==> src/rtcacc_pkg.sv <==
// ----------------------------------------------------------------------------
// RTC elapsed time accumulator package
// Shared field widths, payload types, calendar constants and month-length
// helper functions.
// ----------------------------------------------------------------------------
package rtcacc_pkg;

	localparam int HOURS_WIDTH_DEF = 16;

	localparam int YEAR_W     = 7;
	localparam int MONTH_W    = 4;
	localparam int DAY_W      = 5;
	localparam int HOUR_W     = 5;
	localparam int MINUTE_W   = 6;
	localparam int SECOND_W   = 6;
	localparam int TOT_HOURS_W = 16;
	localparam int LIMIT_W    = 16;

	localparam logic [LIMIT_W-1:0] LIMIT_RESET = LIMIT_W'(100);

	localparam int SECS_PER_MIN    = 60;
	localparam int MINS_PER_HOUR   = 60;
	localparam int HOURS_PER_DAY   = 24;
	localparam int MONTHS_PER_YEAR = 12;
	localparam int CENTURY         = 100;
	localparam int LEAP_CYCLE      = 400;

	// Day sum, month count and walking year widths.
	localparam int DSUM_W  = 17;
	localparam int MCNT_W  = 11;
	localparam int WYEAR_W = 9;

	localparam logic ACT_ACCUM = 1'b0;
	localparam logic ACT_LOAD  = 1'b1;

	localparam logic [MONTH_W-1:0] JAN = MONTH_W'(1);
	localparam logic [MONTH_W-1:0] FEB = MONTH_W'(2);
	localparam logic [MONTH_W-1:0] APR = MONTH_W'(4);
	localparam logic [MONTH_W-1:0] JUN = MONTH_W'(6);
	localparam logic [MONTH_W-1:0] SEP = MONTH_W'(9);
	localparam logic [MONTH_W-1:0] NOV = MONTH_W'(11);
	localparam logic [MONTH_W-1:0] DEC = MONTH_W'(12);

	localparam logic [4:0] LEN_31 = 5'd31;
	localparam logic [4:0] LEN_30 = 5'd30;
	localparam logic [4:0] LEN_29 = 5'd29;
	localparam logic [4:0] LEN_28 = 5'd28;

	typedef logic [LIMIT_W-1:0] limit_t;

	typedef struct packed {
		logic                action;
		logic                skip;
		logic [YEAR_W-1:0]   cur_year;
		logic [MONTH_W-1:0]  cur_month;
		logic [DAY_W-1:0]    cur_day;
		logic [HOUR_W-1:0]   cur_hour;
		logic [MINUTE_W-1:0] cur_minute;
		logic [SECOND_W-1:0] cur_second;
	} item_t;

	typedef struct packed {
		logic [TOT_HOURS_W-1:0] total_hours;
		logic [MINUTE_W-1:0]    total_minutes;
		logic [SECOND_W-1:0]    total_seconds;
		logic                   limit_reached;
		logic                   applied;
	} result_t;

	typedef struct packed {
		logic [MONTH_W-1:0]        month;
		logic [WYEAR_W-1:0]        year;
		logic [MCNT_W-1:0]         count;
		logic signed [DSUM_W-1:0]  day;
	} walk_req_t;

	typedef struct packed {
		logic busy;
		logic done;
	} walk_stat_t;

	// Gregorian rule on the year within the century span the walk can reach.
	function automatic logic is_leap(input logic [WYEAR_W-1:0] yr);
		logic century_hit;
		century_hit = (yr == WYEAR_W'(CENTURY)) || (yr == WYEAR_W'(2 * CENTURY)) ||
			(yr == WYEAR_W'(3 * CENTURY)) || (yr == WYEAR_W'(LEAP_CYCLE + CENTURY));
		return (yr[1:0] == 2'b00) && !century_hit;
	endfunction

	function automatic logic [4:0] month_len(input logic [MONTH_W-1:0] m, input logic leap);
		logic [4:0] len;
		len = LEN_31;
		if (m == APR || m == JUN || m == SEP || m == NOV) begin
			len = LEN_30;
		end else if (m == FEB) begin
			len = leap ? LEN_29 : LEN_28;
		end
		return len;
	endfunction

endpackage

==> src/rtcacc_chan_if.sv <==
// ----------------------------------------------------------------------------
// RTC elapsed time accumulator channel
// Valid/ready channel carrying one payload beat of a chosen type.
// ----------------------------------------------------------------------------
interface rtcacc_chan_if #(
	parameter type T = logic
);
	logic valid;
	logic ready;
	T     data;

	modport source(output valid, output data, input ready);
	modport sink(input valid, input data, output ready);
endinterface

==> src/rtcacc_month_walk.sv <==
// ----------------------------------------------------------------------------
// RTC elapsed time accumulator month walker
// Adds one month length per cycle to a day sum, stepping month and year.
// ----------------------------------------------------------------------------
module rtcacc_month_walk (
	input  logic                               clk,
	input  logic                               arst_n,
	input  logic                               start,
	input  rtcacc_pkg::walk_req_t              req,
	output rtcacc_pkg::walk_stat_t             stat,
	output logic signed [rtcacc_pkg::DSUM_W-1:0] day_sum
);

	logic                                   busy_q;
	logic [rtcacc_pkg::MONTH_W-1:0]         month_q;
	logic [rtcacc_pkg::WYEAR_W-1:0]         year_q;
	logic [rtcacc_pkg::MCNT_W-1:0]          count_q;
	logic signed [rtcacc_pkg::DSUM_W-1:0]   day_q;
	logic [4:0]                             len;
	logic signed [rtcacc_pkg::DSUM_W-1:0]   len_ext;
	logic                                   last;

	assign last    = (count_q == '0);
	assign len     = rtcacc_pkg::month_len(month_q, rtcacc_pkg::is_leap(year_q));
	assign len_ext = signed'(rtcacc_pkg::DSUM_W'(len));

	always_ff @(posedge clk or negedge arst_n) begin
		if (!arst_n) begin
			busy_q <= 1'b0;
		end else if (start) begin
			busy_q <= 1'b1;
		end else if (busy_q && last) begin
			busy_q <= 1'b0;
		end
	end

	always_ff @(posedge clk) begin
		if (start) begin
			month_q <= req.month;
			year_q  <= req.year;
			count_q <= req.count;
			day_q   <= req.day;
		end else if (busy_q && !last) begin
			day_q   <= day_q + len_ext;
			count_q <= count_q - 1'b1;
			if (month_q == rtcacc_pkg::DEC) begin
				month_q <= rtcacc_pkg::JAN;
				year_q  <= year_q + 1'b1;
			end else begin
				month_q <= month_q + 1'b1;
			end
		end
	end

	assign stat.busy = busy_q;
	assign stat.done = busy_q && last;
	assign day_sum   = day_q;

endmodule

==> src/rtc_elapsed_time_accumulator.sv <==
// ----------------------------------------------------------------------------
// RTC elapsed time accumulator
// Adds the time elapsed since a stored reference clock reading to a running
// hours:minutes:seconds total.
// ----------------------------------------------------------------------------
// Usage: each beat on item carries a clock reading with an action and a skip
// bit. Every accepted beat yields exactly one beat on result with the totals,
// the sticky limit flag and whether the beat was applied. The cfg channel
// writes the limit in hours and is always ready; the limit is to be written
// only while the block is idle, which the block itself does not enforce.
// Sequence: a skipped, load or unreferenced beat passes through the diff and
// output states. An accumulate beat passes through diff, walk, hours, sat and
// output, where the walk covers N months (month difference plus twelve per
// year, up to 1538) and the month walker adds one month length per cycle.
// Throughput: one beat at a time; item is ready only while the sequencer idles,
// which it does again as soon as a result has been registered.
// Reset clears the reference reading, the totals and the flag, and sets the
// limit to 100 hours. A stalled receiver holds the result register; the block
// still accepts one more beat and works it up to the point of delivery.
// ----------------------------------------------------------------------------
module rtc_elapsed_time_accumulator #(
	parameter int HOURS_WIDTH = rtcacc_pkg::HOURS_WIDTH_DEF
) (
	input  logic          clk,
	input  logic          arst_n,
	rtcacc_chan_if.sink   item,
	rtcacc_chan_if.source result,
	rtcacc_chan_if.sink   cfg
);

	localparam int HSUM_W = HOURS_WIDTH + 24;
	localparam int DH_W   = 22;
	localparam int CMP_W  = (HOURS_WIDTH > rtcacc_pkg::LIMIT_W) ? HOURS_WIDTH :
		rtcacc_pkg::LIMIT_W;

	localparam logic signed [7:0] SIXTY_S     = 8'(rtcacc_pkg::SECS_PER_MIN);
	localparam logic signed [7:0] TWO_SIXTY_S = 8'(2 * rtcacc_pkg::SECS_PER_MIN);
	localparam logic signed [HSUM_W-1:0] HMAX_S =
		signed'(HSUM_W'({HOURS_WIDTH{1'b1}}));

	typedef enum logic [5:0] {
		S_IDLE  = 6'b000001,
		S_DIFF  = 6'b000010,
		S_WALK  = 6'b000100,
		S_HOURS = 6'b001000,
		S_SAT   = 6'b010000,
		S_OUT   = 6'b100000
	} state_t;

	state_t                                state_q;
	rtcacc_pkg::item_t                     item_q;
	rtcacc_pkg::limit_t                    limit_q;
	rtcacc_pkg::result_t                   res_q;
	logic                                  res_valid_q;

	logic [rtcacc_pkg::YEAR_W-1:0]         ref_year_q;
	logic [rtcacc_pkg::MONTH_W-1:0]        ref_month_q;
	logic [rtcacc_pkg::DAY_W-1:0]          ref_day_q;
	logic [rtcacc_pkg::HOUR_W-1:0]         ref_hour_q;
	logic [rtcacc_pkg::MINUTE_W-1:0]       ref_minute_q;
	logic [rtcacc_pkg::SECOND_W-1:0]       ref_second_q;
	logic [HOURS_WIDTH-1:0]                acc_hours_q;
	logic [rtcacc_pkg::MINUTE_W-1:0]       acc_min_q;
	logic [rtcacc_pkg::SECOND_W-1:0]       acc_sec_q;
	logic                                  flag_q;

	logic                                  applied_q;
	logic                                  check_q;
	logic [rtcacc_pkg::SECOND_W-1:0]       sec_q;
	logic [rtcacc_pkg::MINUTE_W-1:0]       min_q;
	logic signed [7:0]                     hr_q;
	logic signed [DH_W-1:0]                dh_q;

	logic                                  accum_ok;
	logic                                  walk_start;
	rtcacc_pkg::walk_req_t                 walk_req;
	rtcacc_pkg::walk_stat_t                walk_stat;
	logic signed [rtcacc_pkg::DSUM_W-1:0]  walk_day;

	logic signed [7:0]                     s_raw, s_adj, s_brw;
	logic signed [7:0]                     m_raw, m_adj, m_brw;
	logic signed [7:0]                     h_raw;
	logic signed [7:0]                     y_raw;
	logic signed [5:0]                     d_raw;
	logic signed [11:0]                    mo_total;
	logic [rtcacc_pkg::MONTH_W-1:0]        start_month;

	logic [6:0]                            se_sum, mi_sum;
	logic                                  se_carry, mi_carry;
	logic [rtcacc_pkg::SECOND_W-1:0]       se_new;
	logic [rtcacc_pkg::MINUTE_W-1:0]       mi_new;
	logic signed [DH_W-1:0]                day_x, dh_next;

	logic signed [HSUM_W-1:0]              h_sum;
	logic [HOURS_WIDTH-1:0]                h_sat;
	logic                                  res_free;
	logic                                  flag_next;

	// Difference of the reading against the reference, with borrows.
	always_comb begin
		s_raw = 8'({2'b00, item_q.cur_second}) - 8'({2'b00, ref_second_q});
		priority if (s_raw < -SIXTY_S) begin
			s_adj = s_raw + TWO_SIXTY_S;
			s_brw = -8'sd2;
		end else if (s_raw < 8'sd0) begin
			s_adj = s_raw + SIXTY_S;
			s_brw = -8'sd1;
		end else if (s_raw >= SIXTY_S) begin
			s_adj = s_raw - SIXTY_S;
			s_brw = 8'sd1;
		end else begin
			s_adj = s_raw;
			s_brw = 8'sd0;
		end

		m_raw = 8'({2'b00, item_q.cur_minute}) - 8'({2'b00, ref_minute_q}) + s_brw;
		priority if (m_raw < -SIXTY_S) begin
			m_adj = m_raw + TWO_SIXTY_S;
			m_brw = -8'sd2;
		end else if (m_raw < 8'sd0) begin
			m_adj = m_raw + SIXTY_S;
			m_brw = -8'sd1;
		end else if (m_raw >= SIXTY_S) begin
			m_adj = m_raw - SIXTY_S;
			m_brw = 8'sd1;
		end else begin
			m_adj = m_raw;
			m_brw = 8'sd0;
		end

		h_raw = 8'({3'b000, item_q.cur_hour}) - 8'({3'b000, ref_hour_q}) + m_brw;
		y_raw = 8'({1'b0, item_q.cur_year}) - 8'({1'b0, ref_year_q});
		d_raw = 6'({1'b0, item_q.cur_day}) - 6'({1'b0, ref_day_q});

		mo_total = 12'({8'h00, item_q.cur_month}) - 12'({8'h00, ref_month_q});
		if (y_raw > 8'sd0) begin
			mo_total = mo_total + 12'(y_raw) * 12'(rtcacc_pkg::MONTHS_PER_YEAR);
		end

		if (ref_month_q > rtcacc_pkg::DEC) begin
			start_month = ref_month_q - rtcacc_pkg::DEC;
		end else begin
			start_month = ref_month_q;
		end
	end

	assign accum_ok   = !item_q.skip && (item_q.action == rtcacc_pkg::ACT_ACCUM) &&
		(ref_day_q != '0) && (ref_month_q != '0);
	assign walk_start = (state_q == S_DIFF) && accum_ok;

	assign walk_req.month = start_month;
	assign walk_req.year  = rtcacc_pkg::WYEAR_W'(ref_year_q);
	assign walk_req.count = (mo_total > 12'sd0) ? mo_total[rtcacc_pkg::MCNT_W-1:0] : '0;
	assign walk_req.day   = rtcacc_pkg::DSUM_W'(d_raw);

	rtcacc_month_walk u_walk (
		.clk     (clk),
		.arst_n  (arst_n),
		.start   (walk_start),
		.req     (walk_req),
		.stat    (walk_stat),
		.day_sum (walk_day)
	);

	// Minute and second totals with their carries, and the hour delta.
	always_comb begin
		se_sum   = 7'(acc_sec_q) + 7'(sec_q);
		se_carry = (se_sum >= 7'(rtcacc_pkg::SECS_PER_MIN));
		se_new   = se_carry ? rtcacc_pkg::SECOND_W'(se_sum - 7'(rtcacc_pkg::SECS_PER_MIN)) :
			rtcacc_pkg::SECOND_W'(se_sum);
		mi_sum   = 7'(acc_min_q) + 7'(min_q) + 7'(se_carry);
		mi_carry = (mi_sum >= 7'(rtcacc_pkg::MINS_PER_HOUR));
		mi_new   = mi_carry ? rtcacc_pkg::MINUTE_W'(mi_sum - 7'(rtcacc_pkg::MINS_PER_HOUR)) :
			rtcacc_pkg::MINUTE_W'(mi_sum);
		day_x    = DH_W'(walk_day);
		dh_next  = (day_x <<< 4) + (day_x <<< 3) + DH_W'(hr_q) +
			signed'(DH_W'(mi_carry));
	end

	// Hour total with saturation at zero and at the register maximum.
	always_comb begin
		h_sum = signed'(HSUM_W'(acc_hours_q)) + HSUM_W'(dh_q);
		priority if (h_sum[HSUM_W-1]) begin
			h_sat = '0;
		end else if (h_sum > HMAX_S) begin
			h_sat = '1;
		end else begin
			h_sat = h_sum[HOURS_WIDTH-1:0];
		end
	end

	assign res_free  = !res_valid_q || result.ready;
	assign flag_next = flag_q ||
		(check_q && (CMP_W'(acc_hours_q) >= CMP_W'(limit_q)));

	always_ff @(posedge clk or negedge arst_n) begin
		if (!arst_n) begin
			state_q <= S_IDLE;
		end else begin
			unique case (state_q)
				S_IDLE: begin
					if (item.valid) begin
						state_q <= S_DIFF;
					end
				end
				S_DIFF: begin
					state_q <= accum_ok ? S_WALK : S_OUT;
				end
				S_WALK: begin
					if (walk_stat.done) begin
						state_q <= S_HOURS;
					end
				end
				S_HOURS: begin
					state_q <= S_SAT;
				end
				S_SAT: begin
					state_q <= S_OUT;
				end
				S_OUT: begin
					if (res_free) begin
						state_q <= S_IDLE;
					end
				end
				default: begin
					state_q <= S_IDLE;
				end
			endcase
		end
	end

	always_ff @(posedge clk or negedge arst_n) begin
		if (!arst_n) begin
			ref_year_q   <= '0;
			ref_month_q  <= '0;
			ref_day_q    <= '0;
			ref_hour_q   <= '0;
			ref_minute_q <= '0;
			ref_second_q <= '0;
			acc_hours_q  <= '0;
			acc_min_q    <= '0;
			acc_sec_q    <= '0;
			flag_q       <= 1'b0;
			limit_q      <= rtcacc_pkg::LIMIT_RESET;
			res_valid_q  <= 1'b0;
		end else begin
			if (cfg.valid) begin
				limit_q <= cfg.data;
			end
			if ((state_q == S_DIFF) && !item_q.skip &&
				((item_q.action == rtcacc_pkg::ACT_LOAD) || accum_ok)) begin
				ref_year_q   <= item_q.cur_year;
				ref_month_q  <= item_q.cur_month;
				ref_day_q    <= item_q.cur_day;
				ref_hour_q   <= item_q.cur_hour;
				ref_minute_q <= item_q.cur_minute;
				ref_second_q <= item_q.cur_second;
			end
			if (state_q == S_HOURS) begin
				acc_min_q <= mi_new;
				acc_sec_q <= se_new;
			end
			if (state_q == S_SAT) begin
				acc_hours_q <= h_sat;
			end
			if ((state_q == S_OUT) && res_free) begin
				flag_q      <= flag_next;
				res_valid_q <= 1'b1;
			end else if (result.ready) begin
				res_valid_q <= 1'b0;
			end
		end
	end

	always_ff @(posedge clk) begin
		if (item.valid && item.ready) begin
			item_q <= item.data;
		end
		if (state_q == S_DIFF) begin
			applied_q <= !item_q.skip &&
				((item_q.action == rtcacc_pkg::ACT_LOAD) || accum_ok);
			check_q   <= accum_ok;
			sec_q     <= rtcacc_pkg::SECOND_W'(s_adj);
			min_q     <= rtcacc_pkg::MINUTE_W'(m_adj);
			hr_q      <= h_raw;
		end
		if (state_q == S_HOURS) begin
			dh_q <= dh_next;
		end
		if ((state_q == S_OUT) && res_free) begin
			res_q.total_hours   <= rtcacc_pkg::TOT_HOURS_W'(acc_hours_q);
			res_q.total_minutes <= acc_min_q;
			res_q.total_seconds <= acc_sec_q;
			res_q.limit_reached <= flag_next;
			res_q.applied       <= applied_q;
		end
	end

	assign item.ready   = (state_q == S_IDLE);
	assign cfg.ready    = 1'b1;
	assign result.valid = res_valid_q;
	assign result.data  = res_q;

	a_walk_in_walk_state: assert property (@(posedge clk) disable iff (!arst_n)
		walk_stat.busy |-> (state_q == S_WALK))
		else $error("Month walker busy outside the walk state.");

	a_result_normalized: assert property (@(posedge clk) disable iff (!arst_n)
		result.valid |-> ((result.data.total_minutes <
			rtcacc_pkg::MINUTE_W'(rtcacc_pkg::MINS_PER_HOUR)) &&
			(result.data.total_seconds < rtcacc_pkg::SECOND_W'(rtcacc_pkg::SECS_PER_MIN))))
		else $error("Result minutes or seconds out of range.");

	a_flag_sticky: assert property (@(posedge clk) disable iff (!arst_n)
		flag_q |=> flag_q)
		else $error("Limit flag dropped after being set.");

	a_busy_not_ready: assert property (@(posedge clk) disable iff (!arst_n)
		walk_start |=> !item.ready)
		else $error("Input ready while an accumulate beat is in progress.");

endmodule

==> src/flat_wrapper.sv <==
// flat-port wrapper written by rule: the top's interface ports become plain ports
module rtc_elapsed_time_accumulator_flat import rtcacc_pkg::*;
#(
	parameter int HOURS_WIDTH = rtcacc_pkg::HOURS_WIDTH_DEF
)
  (clk, arst_n, item_valid, item_data, item_ready, result_valid, result_data, result_ready, cfg_valid, cfg_data, cfg_ready);
  rtcacc_chan_if #(.T(item_t)) item_i ();
  rtcacc_chan_if #(.T(result_t)) result_i ();
  rtcacc_chan_if #(.T(limit_t)) cfg_i ();
  input  logic clk;
  input  logic arst_n;
  input wire logic [$bits(item_i.valid)-1:0] item_valid;
  input wire logic [$bits(item_i.data)-1:0] item_data;
  output wire logic [$bits(item_i.ready)-1:0] item_ready;
  output wire logic [$bits(result_i.valid)-1:0] result_valid;
  output wire logic [$bits(result_i.data)-1:0] result_data;
  input wire logic [$bits(result_i.ready)-1:0] result_ready;
  input wire logic [$bits(cfg_i.valid)-1:0] cfg_valid;
  input wire logic [$bits(cfg_i.data)-1:0] cfg_data;
  output wire logic [$bits(cfg_i.ready)-1:0] cfg_ready;
  assign item_i.valid = item_valid;
  assign item_i.data = item_data;
  assign item_ready = item_i.ready;
  assign result_valid = result_i.valid;
  assign result_data = result_i.data;
  assign result_i.ready = result_ready;
  assign cfg_i.valid = cfg_valid;
  assign cfg_i.data = cfg_data;
  assign cfg_ready = cfg_i.ready;
  rtc_elapsed_time_accumulator #(.HOURS_WIDTH(HOURS_WIDTH)) u_core (.clk(clk), .arst_n(arst_n), .item(item_i), .result(result_i), .cfg(cfg_i));
endmodule
==> config.mk <==
export PLATFORM = sky130hd
export DESIGN_NAME = rtc_elapsed_time_accumulator_flat
export DESIGN_NICKNAME = d
export VERILOG_FILES = /design/src/rtcacc_pkg.sv /design/src/rtcacc_chan_if.sv /design/src/rtcacc_month_walk.sv /design/src/rtc_elapsed_time_accumulator.sv /design/src/flat_wrapper.sv
export SDC_FILE = /design/constraint.sdc
export NUM_CORES = 1
export LEC_CHECK = 0
export BUFFER_PORTS_ARGS = -buffer_cell sky130_fd_sc_hd__buf_2
export CAP_MARGIN = 20
export CORE_MARGIN = 2
export CORE_UTILIZATION = 40
export DETAILED_ROUTE_END_ITERATION = 6
export SETUP_SLACK_MARGIN = 0.4
export SYNTH_ARGS = -nofsm -noshare
export SYNTH_HDL_FRONTEND = slang
export SYNTH_SLANG_ARGS = --single-unit
export TNS_END_PERCENT = 50
==> constraint.sdc <==
create_clock -name clk -period 6.2 [get_ports clk]
set_clock_uncertainty 0.1 [all_clocks]
set_input_delay 0.62 -clock clk [delete_from_list [all_inputs] [get_ports clk]]
set_output_delay 0.62 -clock clk [all_outputs]
set_load 0.01 [all_outputs]
==> qor.yml, run 1 <==
dr.max_layer_used: "met4"
numClockSinks: 236
synth_nets: 1699
ys_seq_area_share_pct: 43.83
launch_point_of_the_worst_path: "u_core.acc_sec_q[0]"
hold_path.startpoint: "item_data[29]"
crit_fanout: 3
drt-pass1-iter-count: 5
met2_wirelength_um: 13720
cp_slowest_cell: "fa_2"
clk_transition_reported_paths_ns: 0.06
max_clock_freq_mhz: 168.4
cts_buffer_depth: 3
start_util_pct: 40.42
period_minus_slack_ns: 5.938
synth_area_per_cell_um2: 10.57
critical_path.startpoint_type: "flip-flop"
timing.critical_path.slowest_cell_delay_ns: 0.37
critPathCaptureType: "flip-flop"
remaining_drc_errors: 0
grt_antenna_before_repair: 0
num_rows: 71
final-seq-area_um2: 6641
final_layout_size_suffix_gt1_share_pct: 17.71
grt_overflow: 0
post-dp-hpwl_um: 22000
vias_per_cell: 5.034
grt_setup_unrepaired: "yes"
tightestPinTransition_ns: 1.179
postSynthRegisterBits: 236
finalHoldWorstSlack_ns: 0.1530
min-delay-path-class: "in -> reg"
pin_count_of_the_biggest_net_entering_global_routing: 61
r2r-start: "u_core.acc_sec_q[0]"
timing.max_cap.violations: 0
slew_headroom_pct: 21.19
worstSkewPairLatency_ns: 0.54
fp.dieArea_um2: 39460
number_of_different_library_cells_in_the_post_synthesis_netlist: 73
drt-met1-wl_um: 14640
ant_nets: 0
num_vias: 10530
area.growth.synth_to_final_pct: 17.44
n_antenna_cell: 0
slew_viol_final: 0
synthesis.instances: 1434
cts_root_buf: "clkbuf_16"
tritoncts: "yes"
fillers: 3490
core-area_um2: 37490
mostFrequentLayoutCell: "ha_1"
setup-violations-final: 0
dr.first_iter.drc_count: 424
ff2ff_setup_slack_ns: 0.26
htreeDepth: 1
crit_required_ns: 6.37
multiInputGateArea_um2: 8367
dieWidth_um: 198.6
die-height_um: 198.6
grt_pass1_wl_um: 48580
route.detailed.wl_per_inst_um: 14.31
critical_path_arrival_ns: 6.11
finalCoreUtilization_pct: 47.47
run_status: "finished, final reports clean"
routability_congestion: 0.8690
synthFlopType: "edfxtp_1"
finalCritPeriodShare_pct: 95.78
track_usage_pct: 14.92
tritoncts.num_buffers: 27
wl_um: 29940
syn_area_um2: 15150
synth_async_sr_flop_share_pct: 36.44
critPathMostFrequentCell: "fa_2"
placement.io_buffers: 87
synth-edff-count: 148
ys.warnings.count: 0
final_cell_mix: "ha_1, edfxtp_1, inv_1, o21ai_0, nand2_1"
ios: 89
routed-wl-met3_um: 944
first_global_vias: 10160
timing.setup.critical_path_class: "reg -> reg"
design.final.nets: 1826
timing_hold_violations_final: 0
## cell families (layout without fill, tap and decap cells)
family | Yosys count | in the layout | share of synthesized area, %
buf+inv | 164 | 311 | 4.203
simple gates | 335 | 335 | 10.78
fa+ha+maj | 209 | 209 | 18.79
flops | 236 | 236 | 43.83
compound gates | 362 | 362 | 14.81
xor+xnor | 110 | 110 | 6.358
other cells | 1 | 1 | 0.02475
mux | 17 | 17 | 1.197
## flip-flops by register name, indices dropped and copies added, names as in the netlist, 7 cells and up
register	count
u_core.dh_q	22
u_core.result.data	30
u_core.u_walk.day_sum	17
u_core.acc_hours_q	16
u_core.u_walk.year_q	9
u_core.limit_q	16
u_core.item_q	35
u_core.ref_year_q	7
u_core.u_walk.count_q	11
u_core.hr_q	8
## routing by layer
metal	track usage, %	up-vias
met1	20.79	4970
met3	2.238	39
met5	0	-
li1	-	5368
met4	3.400	0
met2	24.55	155
## worst paths after layout
path	to	depth (start not counted)
max in group asynchronous	u_core.acc_hours_q[6]	3
min reg2reg	u_core.result.data[8]	0
min	u_core.item_q[29]	1
max reg2reg	u_core.dh_q[20]	28
max	u_core.dh_q[20]	28
min in group asynchronous	u_core.limit_q[15]	2
## synth_stat cells, drive strengths merged (23+ instances only)
cell type | instances | area (um2)
o21ai | 128 | 640.6
xor2 | 44 | 385.4
a21o | 36 | 270.3
nand3 | 23 | 115.1
nand2 | 118 | 442.9
fa | 31 | 620.6
ha | 178 | 2227
edfxtp | 148 | 4444
nor2 | 66 | 247.7
inv | 135 | 506.7
xnor2 | 66 | 578.1
dfrtp | 82 | 2052
a21oi | 89 | 445.4
## worst max-delay path: cells and delay by family, from the launching register on
family	cells	cell delay [ns]
adders and majority gates	6	1.50
and+or+nand+nor	6	0.80
xor gates and xnor gates	3	0.45
buffers and inverters	2	0.08
AOI/OAI and AO/OA	11	2.39
DFF	1	0.36
## timing repair
item,in CTS,in global routing
hold buffers,1,0
setup endpoints to repair,11,17
hold endpoints to repair,31,0
resized for setup,22,66
pin swaps,7,33
setup buffers,8,16
## through the flow
step	setup TNS, ns	setup slack (ns)	cells	area [um2]
6_report	0	0.2617	2092	17800
5_1_grt	-0.02163	-0.01858	2092	17800
4_1_cts	0	0.3067	2076	17390
3_5_place_dp	0	0.1039	2018	16340
3_3_place_gp	0	0.2543	2018	16340
2_1_floorplan	0	0.3348	1434	15270
## layout make-up
class	count	area share [%]
clock buffer	38	4.366
clock inverter	11	0.5976
inverter	135	2.883
multi-input combinational	1034	47.02
sequential	236	37.32
tap	511	3.593
timing repair buffer	127	4.226
Power of run 1 is left out: the tool's default activity adds up to more than one toggle a clock period on the data nets, which glitch-free logic cannot reach.
==> run 2, diff against run 1 <==
--- a/config.mk
+++ b/config.mk
@@ -9,6 +9,7 @@
 export CAP_MARGIN = 20
 export CORE_MARGIN = 2
 export CORE_UTILIZATION = 40
+export CTS_BUF_LIST = sky130_fd_sc_hd__clkbuf_4
 export DETAILED_ROUTE_END_ITERATION = 6
 export SETUP_SLACK_MARGIN = 0.4
 export SYNTH_ARGS = -nofsm -noshare
==> qor.yml, run 2 (synthesis gave the netlist of run 1 again) <==
run_status: "finished, final reports clean"  # unchanged
area.growth.synth_to_final_pct: 21.26  # was 17.44%
start_util_pct: 40.42  # unchanged
timing.critical_path.slowest_cell_delay_ns: 0.37  # about the same
remaining_drc_errors: 0  # unchanged
timing.max_cap.violations: 0  # unchanged
vias_per_cell: 4.962  # was 5.034
first_global_vias: 10820  # was 10160
post-dp-hpwl_um: 22000  # unchanged
timing.setup.critical_path_class: "reg -> reg"  # unchanged
pin_count_of_the_biggest_net_entering_global_routing: 61  # unchanged
fillers: 3501  # was 3490
multiInputGateArea_um2: 8320  # was 8367 um2
cp_slowest_cell: "fa_2"  # unchanged
ios: 89  # unchanged
grt_overflow: 0  # unchanged
design.final.nets: 1921  # was 1826
tritoncts: "yes"  # unchanged
critPathMostFrequentCell: "fa_2"  # unchanged
grt_pass1_wl_um: 50240  # was 48580 um
cts_root_buf: "clkbuf_4"  # was clkbuf_16
dr.first_iter.drc_count: 420  # was 424
timing_hold_violations_final: 0  # unchanged
final-seq-area_um2: 6641  # unchanged
setup-violations-final: 0  # unchanged
crit_required_ns: 6.55  # was 6.37 ns
mostFrequentLayoutCell: "ha_1"  # unchanged
htreeDepth: 3  # was 1
top_usage_layer: "met2"  # unchanged
drt-pass1-iter-count: 5  # unchanged
worstSkewPairLatency_ns: 0.72  # was 0.54 ns
ant_nets: 0  # unchanged
cts_buffer_depth: 3  # unchanged
largest_register_by_flop_count: "u_core.item_q"  # unchanged
track_usage_pct: 15.71  # was 14.92%
crit_fanout: 3  # unchanged
slew_headroom_pct: 19.51  # was 21.19%
die-height_um: 198.6  # unchanged
grt_antenna_before_repair: 2  # was 0
largest_reg_flops: 35  # unchanged
fp.dieArea_um2: 39460  # unchanged
num_vias: 11040  # was 10530
core-area_um2: 37490  # unchanged
dieWidth_um: 198.6  # unchanged
tightestPinTransition_ns: 1.204  # was 1.179 ns
max_clock_freq_mhz: 170.8  # was 168.4 MHz
fraction_of_met3_tracks_used_by_global_routing_pct: 3.594  # was 2.238%
numClockSinks: 236  # unchanged
final_layout_size_suffix_gt1_share_pct: 20.46  # was 17.71%
critPathCaptureType: "flip-flop"  # unchanged
critical_path.startpoint_type: "flip-flop"  # unchanged
route.detailed.wl_per_inst_um: 13.89  # was 14.31 um
grt_setup_unrepaired: "yes"  # unchanged
final_cell_mix: "ha_1, edfxtp_1, inv_1, o21ai_0, nand2_1"  # unchanged
period_minus_slack_ns: 5.853  # was 5.938 ns
critical_path_arrival_ns: 6.21  # was 6.11 ns
wl_um: 30890  # was 29940 um
tritoncts.num_buffers: 68  # was 27
finalCritPeriodShare_pct: 94.41  # was 95.78%
placement.io_buffers: 87  # unchanged
clk_transition_reported_paths_ns: 0.06  # about the same
slew_viol_final: 0  # unchanged
global_route.usage.met2_pct: 25.37  # was 24.55%
num_rows: 71  # unchanged
use_met1_pct: 20.73  # was 20.79%
totalNegativeSetupSlack_ns: 0  # unchanged
routability_congestion: 0.8690  # unchanged
min-delay-path-class: "in -> reg"  # unchanged
run 2: area by class of cell:
cell class                 instances  area share, %
antenna                            2        0.02724
multi-input combinational       1034          45.28
clock inverter                    14         0.7763
tap                              511          3.480
clock buffer                     111          4.535
sequential                       236          36.14
timing repair buffer             181          6.966
inverter                         135          2.792
run 2: per-layer routing:
metal	vias up	part of all wire [%]
met5	-	0
met2	220	46
li1	5605	-
met4	0	2.1
met1	5155	47
met3	55	4.1
run 2: worst paths after layout:
kind                                      from                      to  slack [ns]  cells after the start
min reg2reg                  u_core.item_q[15]    u_core.ref_hour_q[3]        0.37                      2
min in group asynchronous               arst_n  u_core.acc_hours_q[13]        0.34                      2
max in group asynchronous               arst_n     u_core.ref_day_q[0]        4.50                      3
min                               result_ready     u_core.result.valid        0.24                      3
max reg2reg                u_core.acc_sec_q[0]         u_core.dh_q[20]        0.35                     28
max                        u_core.acc_sec_q[0]         u_core.dh_q[20]        0.35                     28
run 2: worst max-delay path: cells and delay by family (launching register included):
kind	cells	cell delay, ns
xor gates and xnor gates	3	0.45
and+or+nand+nor	6	0.77
AOI/OAI and AO/OA	11	2.33
DFF	1	0.36
buffers and inverters	2	0.08
adders and majority gates	6	1.52
run 2: timing repair:
action                                  4_1_cts  5_1_grt
resized for setup                            20       56
hold endpoints to repair                     83        0
pin swaps                                     4       33
hold buffers                                 53        0
endpoints found under the setup margin       11       19
setup buffers                                12       14
run 2: per-stage QoR:
stage | hold slack (ns) | instance area (um2) | worst slack, ns | util (%) | cells
finish | 0.2353 | 18380 | 0.3466 | 49.02 | 2224
detailed placement | 0.3648 | 16340 | 0.1039 | 43.58 | 2018
global placement | 0.3670 | 16340 | 0.2543 | 43.58 | 2018
global route | 0.1680 | 18380 | 0.08684 | 49.02 | 2224
floorplan | 0.2244 | 15270 | 0.3348 | - | 1434
CTS | 0.1359 | 18020 | 0.3413 | 48.06 | 2208
Power of run 2 is left out for the same reason.
